File: src/hw/rtl/cle_pkg.sv
package cle_pkg;

  // Control characters and echo bytes.
  localparam logic [7:0] CH_CR = 8'h0D;
  localparam logic [7:0] CH_LF = 8'h0A;
  localparam logic [7:0] CH_BS = 8'h08;
  localparam logic [7:0] CH_SP = 8'h20;

  // Prompt "=> ".
  localparam logic [7:0] PROMPT_0 = 8'h3D;
  localparam logic [7:0] PROMPT_1 = 8'h3E;
  localparam logic [7:0] PROMPT_2 = 8'h20;

  // Result kinds.
  localparam logic KIND_ECHO = 1'b0;
  localparam logic KIND_LINE = 1'b1;

  // Command classes produced by the front end.
  localparam logic [1:0] CMD_CHAR = 2'd0;
  localparam logic [1:0] CMD_BS   = 2'd1;
  localparam logic [1:0] CMD_CR   = 2'd2;

  // Entries in the command queue between front and back.
  localparam int CMDQ_DEPTH = 2;

  typedef struct packed {
    logic [1:0] kind;
    logic [7:0] ch;
  } cmd_t;

endpackage

File: src/hw/rtl/console_line_editor_core.sv
// Line editor for a serial console.
// Input side: each beat is one received character on rx_char, taken when
// push is high and full is low. A two-entry command queue sits behind the
// input, so a few characters can arrive while a long line is still going out.
// Result side: the oldest result sits on out_kind, out_byte, line_end and last
// while empty is low; it is taken when pop is high. out_kind tells an echo
// byte for the terminal from a line byte for the command handler, line_end
// marks the final byte of a handed-over line, and last marks the final result
// of one character.
// Flow: an accepted character passes through the command queue, and when the
// sequencer is idle it makes the first result in the result register. The
// sequencer then issues one result per cycle while pop is held high; a stored
// character gives one result, a backspace on a non-empty line three, and a
// carriage return five plus one per stored byte (at most LINE_DEPTH + 4 results).
// Characters that cause no result (a dropped character on a full line, a
// backspace on an empty line) are still taken from the queue by the sequencer.
// When the receiver stalls, the result register holds its beat and the
// sequencer waits; the command queue fills and then full rises.
// Reset clears the fill count, the queue and the result valid flag; the line
// store itself is not cleared, since only written entries are ever read.
module console_line_editor_core
  import cle_pkg::*;
#(
  parameter int LINE_DEPTH = 32
) (
  input  logic       clk,
  input  logic       rst,
  input  logic       push,
  input  logic [7:0] rx_char,
  output logic       full,
  output logic       empty,
  input  logic       pop,
  output logic       out_kind,
  output logic [7:0] out_byte,
  output logic       line_end,
  output logic       last
);

  // Classified characters travel from the front end to the sequencer.
  logic cmd_valid;
  logic cmd_take;
  cmd_t cmd;

  cle_front u_front (
    .clk      (clk),
    .rst      (rst),
    .push     (push),
    .rx_char  (rx_char),
    .full     (full),
    .cmd_valid(cmd_valid),
    .cmd      (cmd),
    .cmd_take (cmd_take)
  );

  cle_back #(
    .LINE_DEPTH(LINE_DEPTH)
  ) u_back (
    .clk      (clk),
    .rst      (rst),
    .cmd_valid(cmd_valid),
    .cmd      (cmd),
    .cmd_take (cmd_take),
    .empty    (empty),
    .pop      (pop),
    .out_kind (out_kind),
    .out_byte (out_byte),
    .line_end (line_end),
    .last     (last)
  );

endmodule

File: src/hw/rtl/cle_front.sv
module cle_front
  import cle_pkg::*;
(
  input  logic       clk,
  input  logic       rst,
  input  logic       push,
  input  logic [7:0] rx_char,
  output logic       full,
  output logic       cmd_valid,
  output cmd_t       cmd,
  input  logic       cmd_take
);

  localparam int PW = (CMDQ_DEPTH > 1) ? $clog2(CMDQ_DEPTH) : 1;
  localparam int CNTW = $clog2(CMDQ_DEPTH + 1);

  cmd_t            q [CMDQ_DEPTH];
  logic [PW-1:0]   wr_ptr;
  logic [PW-1:0]   rd_ptr;
  logic [CNTW-1:0] count;
  cmd_t            cmd_in;
  logic            do_push;
  logic            do_pop;

  // Sort the received character into its command class.
  always_comb begin
    cmd_in.ch = rx_char;
    if (rx_char == CH_CR) begin
      cmd_in.kind = CMD_CR;
    end else if (rx_char == CH_BS) begin
      cmd_in.kind = CMD_BS;
    end else begin
      cmd_in.kind = CMD_CHAR;
    end
  end

  assign full      = (count == CNTW'(CMDQ_DEPTH));
  assign cmd_valid = (count != '0);
  assign cmd       = q[rd_ptr];
  assign do_push   = push && !full;
  assign do_pop    = cmd_take && cmd_valid;

  always_ff @(posedge clk) begin
    if (do_push) begin
      q[wr_ptr] <= cmd_in;
    end
  end

  always_ff @(posedge clk) begin
    if (rst) begin
      wr_ptr <= '0;
      rd_ptr <= '0;
      count  <= '0;
    end else begin
      if (do_push) begin
        wr_ptr <= (wr_ptr == PW'(CMDQ_DEPTH - 1)) ? '0 : wr_ptr + 1'b1;
      end
      if (do_pop) begin
        rd_ptr <= (rd_ptr == PW'(CMDQ_DEPTH - 1)) ? '0 : rd_ptr + 1'b1;
      end
      if (do_push && !do_pop) begin
        count <= count + 1'b1;
      end else if (do_pop && !do_push) begin
        count <= count - 1'b1;
      end
    end
  end

endmodule

File: src/hw/rtl/cle_back.sv
module cle_back
  import cle_pkg::*;
#(
  parameter int LINE_DEPTH = 32
) (
  input  logic       clk,
  input  logic       rst,
  input  logic       cmd_valid,
  input  cmd_t       cmd,
  output logic       cmd_take,
  output logic       empty,
  input  logic       pop,
  output logic       out_kind,
  output logic [7:0] out_byte,
  output logic       line_end,
  output logic       last
);

  localparam int CW = $clog2(LINE_DEPTH);

  localparam logic [3:0] S_IDLE = 4'd0;
  localparam logic [3:0] S_LF   = 4'd1;
  localparam logic [3:0] S_LINE = 4'd2;
  localparam logic [3:0] S_P0   = 4'd3;
  localparam logic [3:0] S_P1   = 4'd4;
  localparam logic [3:0] S_P2   = 4'd5;
  localparam logic [3:0] S_BS1  = 4'd6;
  localparam logic [3:0] S_BS2  = 4'd7;

  logic [7:0]    mem [LINE_DEPTH];
  logic [7:0]    rd_data;
  logic [3:0]    state, state_next;
  logic [CW-1:0] fill, fill_next;
  logic [CW-1:0] idx, idx_next;
  logic          out_valid;
  logic          slot_free;

  logic          emit;
  logic          e_kind;
  logic [7:0]    e_byte;
  logic          e_end;
  logic          e_last;
  logic          wr_en;
  logic          rd_en;
  logic [CW-1:0] rd_addr;
  logic          at_end;

  assign slot_free = !out_valid || pop;
  assign empty     = !out_valid;
  assign at_end    = ((idx + 1'b1) == fill);

  always_comb begin
    state_next = state;
    fill_next  = fill;
    idx_next   = idx;
    emit       = 1'b0;
    e_kind     = KIND_ECHO;
    e_byte     = CH_CR;
    e_end      = 1'b0;
    e_last     = 1'b0;
    wr_en      = 1'b0;
    rd_en      = 1'b0;
    rd_addr    = '0;
    cmd_take   = 1'b0;
    if (slot_free) begin
      unique case (state)
        S_IDLE: begin
          if (cmd_valid) begin
            cmd_take = 1'b1;
            unique case (cmd.kind)
              CMD_CR: begin
                emit       = 1'b1;
                e_byte     = CH_CR;
                state_next = S_LF;
              end
              CMD_BS: begin
                if (fill != '0) begin
                  emit       = 1'b1;
                  e_byte     = CH_BS;
                  fill_next  = fill - 1'b1;
                  state_next = S_BS1;
                end
              end
              CMD_CHAR: begin
                if (fill < CW'(LINE_DEPTH - 1)) begin
                  emit      = 1'b1;
                  e_byte    = cmd.ch;
                  e_last    = 1'b1;
                  wr_en     = 1'b1;
                  fill_next = fill + 1'b1;
                end
              end
              default: begin
              end
            endcase
          end
        end
        S_LF: begin
          emit     = 1'b1;
          e_byte   = CH_LF;
          idx_next = '0;
          if (fill == '0) begin
            state_next = S_P0;
          end else begin
            // Fetch the first stored byte so it is ready in the next state.
            rd_en      = 1'b1;
            rd_addr    = '0;
            state_next = S_LINE;
          end
        end
        S_LINE: begin
          emit   = 1'b1;
          e_kind = KIND_LINE;
          e_byte = rd_data;
          e_end  = at_end;
          if (at_end) begin
            state_next = S_P0;
          end else begin
            idx_next = idx + 1'b1;
            rd_en    = 1'b1;
            rd_addr  = idx + 1'b1;
          end
        end
        S_P0: begin
          emit       = 1'b1;
          e_byte     = PROMPT_0;
          state_next = S_P1;
        end
        S_P1: begin
          emit       = 1'b1;
          e_byte     = PROMPT_1;
          state_next = S_P2;
        end
        S_P2: begin
          emit       = 1'b1;
          e_byte     = PROMPT_2;
          e_last     = 1'b1;
          fill_next  = '0;
          state_next = S_IDLE;
        end
        S_BS1: begin
          emit       = 1'b1;
          e_byte     = CH_SP;
          state_next = S_BS2;
        end
        S_BS2: begin
          emit       = 1'b1;
          e_byte     = CH_BS;
          e_last     = 1'b1;
          state_next = S_IDLE;
        end
        default: begin
          state_next = S_IDLE;
        end
      endcase
    end
  end

  // Line store: one write port at the fill position, one registered read port.
  always_ff @(posedge clk) begin
    if (wr_en) begin
      mem[fill] <= cmd.ch;
    end
    if (rd_en) begin
      rd_data <= mem[rd_addr];
    end
  end

  always_ff @(posedge clk) begin
    if (emit) begin
      out_kind <= e_kind;
      out_byte <= e_byte;
      line_end <= e_end;
      last     <= e_last;
    end
  end

  always_ff @(posedge clk) begin
    if (rst) begin
      state     <= S_IDLE;
      fill      <= '0;
      idx       <= '0;
      out_valid <= 1'b0;
    end else begin
      state <= state_next;
      fill  <= fill_next;
      idx   <= idx_next;
      if (emit) begin
        out_valid <= 1'b1;
      end else if (pop) begin
        out_valid <= 1'b0;
      end
    end
  end

endmodule

File: config.mk
export PLATFORM = sky130hd
export DESIGN_NAME = console_line_editor_core
export DESIGN_NICKNAME = d
export VERILOG_FILES = /design/src/hw/rtl/cle_pkg.sv /design/src/hw/rtl/console_line_editor_core.sv /design/src/hw/rtl/cle_front.sv /design/src/hw/rtl/cle_back.sv
export SDC_FILE = /design/constraint.sdc
export NUM_CORES = 1
export LEC_CHECK = 0
export BUFFER_PORTS_ARGS = -buffer_cell sky130_fd_sc_hd__buf_2
export CAP_MARGIN = 20
export CELL_PAD_IN_SITES_DETAIL_PLACEMENT = 0
export CELL_PAD_IN_SITES_GLOBAL_PLACEMENT = 1
export CORE_UTILIZATION = 51
export CTS_BUF_LIST = sky130_fd_sc_hd__clkbuf_8
export DETAILED_ROUTE_END_ITERATION = 10
export PLACE_DENSITY = 0.83
export SYNTH_ARGS = -nofsm -noshare
export SYNTH_HDL_FRONTEND = slang
export SYNTH_SLANG_ARGS = --single-unit
File: constraint.sdc
create_clock -name clk -period 7.4 [get_ports clk]
set_clock_uncertainty 0.15 [all_clocks]
set_input_delay 0.37 -clock clk [delete_from_list [all_inputs] [get_ports clk]]
set_output_delay 0.37 -clock clk [all_outputs]
set_load 0.03 [all_outputs]
Yosys cells after proc, flatten, opt, wreduce, memory -nomap -nowiden
Memories as Yosys holds them, arrays and structs flattened. A register that Yosys moved wholly into a read port is not among the register bits.
Index checks and enable logic that the tools add are counted.
{"block": "word_totals", "memories": 2, "reg_bits": 30, "latchBits": 0, "romBits": 0, "out_inout_bits": 13, "in_bits": 12, "ram_bits": 276, "word_cells": 120}
{"memory": "u_back.mem", "words": 32, "width": 8, "rd": 1, "rd_ports_with_merged_regs": 1, "write_ports": 1, "line": "cle_back.sv:30", "source": "logic [7:0] mem [LINE_DEPTH];"}
{"memory": "u_front.q", "words": 2, "width": 10, "rd": 1, "rd_ports_with_merged_regs": 1, "write_ports": 1, "line": "cle_front.sv:17", "source": "cmd_t q [CMDQ_DEPTH];"}
{"block": "classes", "bitwise_logic": 0, "mux": 54, "div": 0, "shift": 0, "order_cmp": 1, "n_eq_ne": 20, "multipliers": 0, "n_reduce_logical": 25, "n_addsub": 7}
{"operator": "8-bit one-hot mux with 7 select lines", "count": 1}
{"operator": "5-bit two-way mux", "count": 7}
{"operator": "5-bit one-hot mux with 2 select lines", "count": 3}
{"operator": "1-bit two-way mux", "count": 27}
{"operator": "4-bit one-hot mux with 6 select lines", "count": 1}
{"operator": "4-bit by 3-bit equality test with 1-bit output (second input constant)", "count": 4}
{"operator": "8-bit by 4-bit equality test with 1-bit output (second input constant)", "count": 2}
{"operator": "8-bit two-way mux", "count": 2}
{"operator": "8-bit one-hot mux with 2 select lines", "count": 1}
{"operator": "4-bit two-way mux", "count": 3}
{"operator": "5-bit by 1-bit adder with 5-bit output (second input constant)", "count": 2}
{"operator": "2-bit nonzero test", "count": 5}
{"operator": "4-bit by 2-bit equality test with 1-bit output (second input constant)", "count": 2}
{"operator": "4-bit one-hot mux with 2 select lines", "count": 1}
{"operator": "7-bit OR reduction", "count": 1}
{"operator": "2-bit two-way mux", "count": 3}
{"operator": "3-bit by 2-bit inequality test with 1-bit output (second input constant)", "count": 2}
{"operator": "3-bit inequality test (second input constant)", "count": 2}
{"operator": "1-bit one-hot mux with 2 select lines", "count": 3}
{"operator": "6-bit AND reduction", "count": 1}
{"operator": "5-bit equality test", "count": 1}
{"operator": "5-bit zero test", "count": 1}
{"operator": "5-bit < comparator (second input constant)", "count": 1}
{"operator": "5-bit AND reduction", "count": 1}
{"operator": "20 further kinds", "count": 30}

Logic depth before layout (Yosys ltp)
Gate-level depths: netlist (run 1).
{"block": "logic_depth", "word_depth": 8, "ltp_mapped": 13, "ltp_nobuf": 9}

Cells and area by module
Synthesis (run 1) repeated with hierarchy kept, for this count alone.
{"block": "unflattened", "cells_unflattened": 1013, "hier_area_um2": 13386.6}
{"mod": "cle_back", "seq_area_each_um2": 8538.2, "area_each_um2": 12393.1, "cells_per_inst": 952, "n_inst": 1}
{"mod": "cle_front", "seq_area_each_um2": 700.7, "area_each_um2": 993.5, "cells_per_inst": 61, "n_inst": 1}

Worst setup path after synthesis (run 1)
No wires, ideal clock.
{"block": "synth_path", "path_kind": "reg-to-reg", "startpoint": "register (tool-made name)", "endpoint": "register u_back.fill[4]", "setup_ns": 0.070, "path_stages_with_launch": 10, "slack_ns": 4.420, "synth_period_minus_slack_ns": 2.980, "arrival_time_ns": 2.759, "t_required_ns": 7.180, "path_buffers": 1, "path_cell_list": "dfxtp_1 buf_2 mux2i_1 nand2_1 fa_1 a21o_1 a21oi_1 xnor2_1 or4b_2 a21oi_1"}
{"element": "end signal: assignment", "line": "cle_back.sv:186", "source": "fill <= fill_next;"}
{"element": "end: declaration", "line": "cle_back.sv:33", "source": "logic [CW-1:0] fill, fill_next;"}

Worst setup path in the final report (run 1)
{"block": "layout_path", "startpoint": "register u_back.idx[1]", "endpoint": "register u_back.rd_data[2], read port of u_back.mem (data pin)"}
{"block": "layout_via", "elab_chain_len": 5, "elab_cells_between_ends": 8, "cone_classes": "add/sub (1); eq/ne (1); mux (6)"}
{"element": "start: declaration", "line": "cle_back.sv:34", "source": "logic [CW-1:0] idx, idx_next;"}
{"element": "start signal: assignment", "line": "cle_back.sv:187", "source": "idx <= idx_next;"}
{"element": "5-bit by 1-bit adder with 5-bit output *", "line": "cle_back.sv:50, cle_back.sv:121"}
{"element": "5-bit equality test", "line": "cle_back.sv:50", "source": "assign at_end = ((idx + 1'b1) == fill);"}
{"element": "1-bit two-way mux / 5-bit two-way mux (equally long branches)", "line": "cle_back.sv:116", "source": "if (at_end) begin"}
{"element": "1-bit one-hot mux with 2 select lines / 5-bit two-way mux (equally long branches)"}
{"element": "1-bit two-way mux / 5-bit two-way mux (equally long branches)", "line": "cle_back.sv:65", "source": "if (slot_free) begin"}
{"element": "end: declaration", "line": "cle_back.sv:31", "source": "logic [7:0] rd_data;"}
Every way passes the cells marked *; elsewhere a longest branch is shown, timed or not.
A chain may end at the register's enable or synchronous reset.

==> impl_metrics.toml, run 1 <==
[status]
status = "complete, but fails checks"
violations = "design-rule violations"

[setup_path]
crit_start = "u_back.idx[1]"
slowest_delay_ps = 900
reg2reg_to = "u_back.rd_data[2]"
path_cells = "ha_1, xnor2_1, nand2_1, or2_0, o21ai_4, o21ai_0, o31ai_1, o311a_1"
path_max_fanout = 24
cp_slowest_cell = "ha_1"
worstPathRequired_ps = 7670
rr_worst_depth = 8
cp-start-kind = "flip-flop"
worst-setup-path-type = "reg2reg"
arrival_ps = 4530
rrSetupSlack_ps = 3140
regToRegStartpoint = "u_back.idx[1]"
end_kind = "flip-flop"

[placement]
place_congestion = 0.886
place.port_buffers = 24
preCtsSetupSlack_ps = 3240
dp_hpwl_mm = 20.3
dp.cells = 1350

[finish]
num_antenna_cells = 0
area_growth_pct = 9.05
stdcell_count = 1448
fill_cells = 2162
finalNetCount = 1094
drive_gt1_share_pct = 12.5

[cts]
numCtsBuffers = 50
cts_tree = "done"
insertion_delay_ps = 580
clock-sinks = 314
cts_resized = 0
cts.clk_slew.worst_paths_ps = 60
cts-root-buf = "clkbuf_8"
h-tree-depth = 2
postCtsSetupRepairBufs = 0
clockBufferDepth = 3

[power_and_ir_drop]
ir_worst_vdd_mv = 0.163
leakage_nw = 5.06
powerDensity_nw_per_um2 = 363

[logic_synthesis]
synth.top_cell.area_share_pct = 65.1
synth-async-reset-ratio_pct = 0
synth_area_leaders = "edfxtp_1, nand2_1, nor2_1, dfxtp_1, a21oi_1"
netlist_instances = 1044
synth-seq-cells = 314
ys_types = 73
synth_area_um2 = 13600
ys_seq_area_share_pct = 67.9
syn-mean-instance-area_um2 = 13.0
synth_ff_type = "edfxtp_1"
netlist.top_cell.by_area = "edfxtp_1"
yosysWarnings = 0
synth_enable_flop_cells = 295

[die]
design.core.area_um2 = 26100
io_pins = 25
start_util_pct = 52.1
rows = 59
dieArea_um2 = 27300
fp.dieH_um = 165
die_w_um = 165

[worst_hold_path]
min_path_type = "in2reg"
worstHoldEndpoint = "u_front.wr_ptr"
worstHoldStart = "push"
hold_depth = 4

[timing]
finalMaxSlewViolations = 0
hold_violations = 0
timing.final.crit_share_pct = 57.6
relSlewSlack_pct = 24.6
rsz0062_at_grt = "no"
fin_setup_tns_ps = 0
tightest_slew_ps = 1130
max_freq_mhz = 235
timing.final.ws_setup_ps = 3140
post-route-min-period_ps = 4260
setup_violations = 0

[global_routing]
grt_max_degree = 53
antenna_found_initial = 0
grt_pass1_vias = 8514
overflow = 0
grt_pass1_wl_mm = 50.2
grt_util_all_layers_pct = 25.2

[detailed_routing]
ant_nets = 0
first_pass_iters = 8
via_per_inst = 6.08
drtIter0Drc = 988
wl_per_cell_um = 23.0
routed_wl_mm = 33.3
vias = 8804
remaining_drc_errors = 6

[flow_run]
cap_violations = 0
-- layout make-up --
class / count / area [um2] / area share (%)
repair buffers: 38 / 245 / 1.65
multi-input cells: 663 / 4030 / 27.2
clock buffers: 53 / 729 / 4.91
clock inverters: 36 / 144 / 0.969
flip-flops and latches: 314 / 9240 / 62.2
well taps: 335 / 419 / 2.82
inverters: 9 / 33.8 / 0.228
-- flip-flops by register name, indices dropped and copies added, names as in the netlist, named ones only --
signal	count
u_back.state	3
u_front.q	20
u_front.rd_ptr	1
u_back.line_end	1
u_front.wr_ptr	1
u_back.last	1
u_front.count	2
u_back.out_byte	8
u_back.out_valid	1
u_back.idx	5
u_back.out_kind	1
u_back.mem	256
u_back.rd_data	8
u_back.fill	5
-- logic make-up after synthesis --
group / Yosys count / synth area share, %
AND/OR/NAND/NOR: 368 / 12.3
flip-flops: 314 / 67.9
buffers and inverters: 74 / 2.70
multiplexers: 38 / 2.95
AO/OA/AOI/OAI: 226 / 12.2
XOR/XNOR: 17 / 1.30
other: 1 / 0.0275
adder cells (fa/ha/maj): 6 / 0.607
-- worst max-delay path by stage --
stage / to / slack, ps / cells after the start
after floorplan: u_back.fill[4] / 4420 / 9
after global placement: u_back.rd_data[2] / 3240 / 8
after detailed placement: u_back.rd_data[7] / 3240 / 8
after CTS: u_back.rd_data[2] / 3230 / 8
after global routing: u_back.rd_data[2] / 2970 / 8
final: u_back.rd_data[2] / 3140 / 8
-- metrics by stage --
stage	util, %	total power [W]	hold WS (ps)	area (um2)
floorplan	-	0.00359	319	13600
global route	56.8	0.00564	54.2	14800
detailed placement	53.1	0.00409	343	13900
finish	56.8	0.00538	38.4	14800
CTS	56.8	0.00538	22.4	14800
global placement	53.1	0.00407	339	13900
-- repair_timing --
action,4_1_cts,5_1_grt
hold buffers,8,0
endpoints found under the setup margin,0,0
hold endpoints to repair,20,0
-- critical path, delay by kind of cell (launching register included) --
kind / cells / cell delay (ps)
and+or+nand+nor: 2 / 720
xor gates and xnor gates: 1 / 200
adders and majority gates: 1 / 900
AOI/OAI and AO/OA: 4 / 1830
DFF: 1 / 320
-- metal layers --
metal,track usage [%],up-vias,wire length [um]
li1,-,3999,-
met1,34.9,4327,14000
met2,39.6,396,15500
met3,4.72,82,2700
met4,9.34,0,1090
met5,0,-,0
-- power breakdown --
group	internal [W]	switching, W	leakage [nW]	total, W
Sequential	0.00227	0.000130	2.83	0.00240
Clock	0.000656	0.000654	0.517	0.00131
Combinational	0.000474	0.00120	1.72	0.00167
-- cell usage in the layout, fill, tap and decap left out, types with 18 or more instances in the layout --
master and n:
mux2i_1 21, a21oi_1 72, dfxtp_1 19, edfxtp_1 295
clkbuf_8 53, nor2_1 117, nand2_1 125, nand3_1 41
inv_1 28, nor3_1 18, buf_2 24, o21ai_0 27
-- Yosys cell counts (3+ instances only) --
cell and n:
a211oi_1 11, a21oi_1 72, a21oi_2 4, a221oi_1 8, a22o_1 10, a22oi_1 3, a31oi_1 10, and2_1 11
and3_1 5, buf_1 3, buf_2 27, buf_4 3, buf_6 6, clkbuf_1 26, dfxtp_1 19, edfxtp_1 295
ha_1 5, inv_1 9, mux2_2 17, mux2i_1 21, nand2_1 125, nand2b_1 4, nand3_1 41, nand3b_1 11
nor2_1 117, nor2b_1 9, nor3_1 18, nor4_1 3, o21ai_0 27, o21ai_4 3, o22ai_1 8, o2bb2ai_1 15
o311a_1 14, o31ai_1 9, o32ai_2 8, or3_1 6, or3b_2 3, xnor2_1 6, xor2_1 9
No activity file was read; power rests on OpenSTA's default activity.
==> inputs of run 2 (changes only) <==
--- a/config.mk
+++ b/config.mk
@@ -9,7 +9,7 @@
 export CAP_MARGIN = 20
 export CELL_PAD_IN_SITES_DETAIL_PLACEMENT = 0
 export CELL_PAD_IN_SITES_GLOBAL_PLACEMENT = 1
-export CORE_UTILIZATION = 51
+export CORE_UTILIZATION = 49
 export CTS_BUF_LIST = sky130_fd_sc_hd__clkbuf_8
 export DETAILED_ROUTE_END_ITERATION = 10
 export PLACE_DENSITY = 0.83
==> constraint.sdc (replaced) <==
create_clock -name clk -period 3.75 [get_ports clk]
set_clock_uncertainty 0.15 [all_clocks]
set_input_delay 0.1875 -clock clk [delete_from_list [all_inputs] [get_ports clk]]
set_output_delay 0.1875 -clock clk [all_outputs]
set_load 0.03 [all_outputs]
==> impl_metrics.toml, run 2 (synthesized netlist as in run 1, its figures left out) <==
[power_and_ir_drop]
powerDensity_nw_per_um2 = 723
power.switching_w = 0.00400
clockPowerShare_pct = 26.6
power_frac_comb_pct = 32.4
ir_worst_vdd_mv = 0.283
switching_share_pct = 35.5
power_w = 0.0113
leakage_nw = 5.49
internal-power_w = 0.00726
seqPwrFrac_pct = 41.1

[detailed_routing]
via_per_inst = 5.87
remaining_drc_errors = 0
first_pass_iters = 6
vias = 9115
routed_wl_mm = 34.5
drtIter0Drc = 1127
wl_per_cell_um = 22.2
ant_nets = 0

[global_routing]
overflow = 0
antenna_found_initial = 0
grt_max_degree = 50
grt_pass1_wl_mm = 52.2
grt_util_all_layers_pct = 24.7
grt_pass1_vias = 8698

[setup_path]
worst-setup-path-type = "reg2reg"
worstPathRequired_ps = 3920
path_cells = "ha_1, buf_4, xnor3_1, nand2_1, o311ai_2, o211ai_2, a31o_1, a211oi_1, a211oi_1"
cp_slowest_cell = "o311ai_2"
slowest_delay_ps = 650
end_kind = "flip-flop"
arrival_ps = 3660
crit_start = "u_back.idx[0]"
cp-start-kind = "flip-flop"
crit_path_frequent_cell = "a211oi_1"
path_max_fanout = 9
regToRegStartpoint = "u_back.idx[0]"

[worst_hold_path]
worstHoldStart = "rx_char[4]"
min_path_type = "in2reg"

[cts]
cts_tree = "done"
clockBufferDepth = 3
h-tree-depth = 2
cts-root-buf = "clkbuf_8"
cts_resized = 0
numCtsBuffers = 50
insertion_delay_ps = 570
postCtsSetupRepairBufs = 0
clock-sinks = 314
cts.clk_slew.worst_paths_ps = 70

[finish]
finalNetCount = 1161
fill_cells = 2234
top_regs = "u_back.mem x256, u_front.q x20"
regMostFlops = "u_back.mem"
area_growth_pct = 14.4
num_antenna_cells = 0
stdcell_count = 1553
regArea_um2 = 9240
multi_input_area_um2 = 4030
final_cell_mix = "edfxtp_1, nand2_1, nor2_1, a21oi_1, buf_4"
layout_commonest_cell = "edfxtp_1"
fin_area_um2 = 15600
drive_gt1_share_pct = 17.8
largest_reg_flops = 256

[status]
status = "finished clean"

[timing]
max_freq_mhz = 286
rsz0062_at_grt = "no"
hold_violations = 0
post-route-min-period_ps = 3490
finalMaxSlewViolations = 0
fin_setup_tns_ps = 0
setup_violations = 0
tightest_slew_ps = 955
relSlewSlack_pct = 36.1
timing.final.crit_share_pct = 93.1

[flow_run]
cap_violations = 0

[placement]
dp_hpwl_mm = 21.6
place.port_buffers = 24
place_congestion = 0.944
dp.cells = 1451
placed_cell_area_um2 = 14400

[die]
io_pins = 25
design.core.area_um2 = 27100
die_w_um = 169
rows = 60
start_util_pct = 50.2
fp.dieH_um = 169
dieArea_um2 = 28400
==> run 2: changes by cell type in the layout (fill, tap and decap cells not counted), moves of 2 or more <==
cell | previous run | this run
buf_4 | 5 | 68
dlygate4sd3_1 | 8 | 12
inv_1 | 28 | 26
bufinv_16 | 0 | 5
inv_6 | 0 | 2
clkinv_1 | 12 | 7
==> run 2: critical path: cells and delay by family, from the launching register on <==
family / cells / cell delay (ps)
AO/OA/AOI/OAI: 5 / 1860
adder cells (fa/ha/maj): 1 / 340
buffers and inverters: 1 / 180
XOR/XNOR: 1 / 140
flip-flops: 1 / 480
AND/OR/NAND/NOR: 1 / 70
==> run 2: worst paths after layout <==
path,end,slack [ps],cells past startpoint
setup / recovery,u_back.rd_data[6],260,9
hold / removal,u_front.q[0][4],210,2
setup reg to reg,u_back.rd_data[6],260,9
hold reg to reg,u_front.count[1],350,2
==> run 2: final cells by class <==
cell class / instances / area share [%]
clock buffers: 54 / 4.77
clock inverters: 36 / 1.82
inverters: 9 / 0.217
multi-input cells: 663 / 25.9
flip-flops and latches: 314 / 59.3
well taps: 372 / 2.99
repair buffers: 105 / 4.95
==> run 2: power groups by stage <==
stage / Sequential (W) / Combinational (W) / Clock (W)
after floorplan: 0.00473 / 0.00235 / 0
after global placement: 0.00469 / 0.00356 / 0
after detailed placement: 0.00469 / 0.00360 / 0
after CTS: 0.00462 / 0.00362 / 0.00304
after global routing: 0.00464 / 0.00394 / 0.00319
final: 0.00462 / 0.00364 / 0.00299
==> run 2: repair_timing <==
item	CTS	global route
setup endpoints to repair	0	0
hold buffers	12	0
hold endpoints to repair	40	0
==> run 2: metal layers <==
metal / GRT usage, % / wire (um)
met1: 34.8 / 14700
met2: 38.5 / 15700
met3: 4.02 / 2760
met4: 9.60 / 1280
met5: 0 / 0
==> run 2: per-stage QoR <==
step           hold slack (ps)  worst slack (ps)  utilization (%)
2_1_floorplan              136               770                -
3_3_place_gp               238               316             53.2
3_5_place_dp               240               324             53.2
4_1_cts                    183               315             57.4
5_1_grt                    204              91.5             57.4
6_report                   206               258             57.4
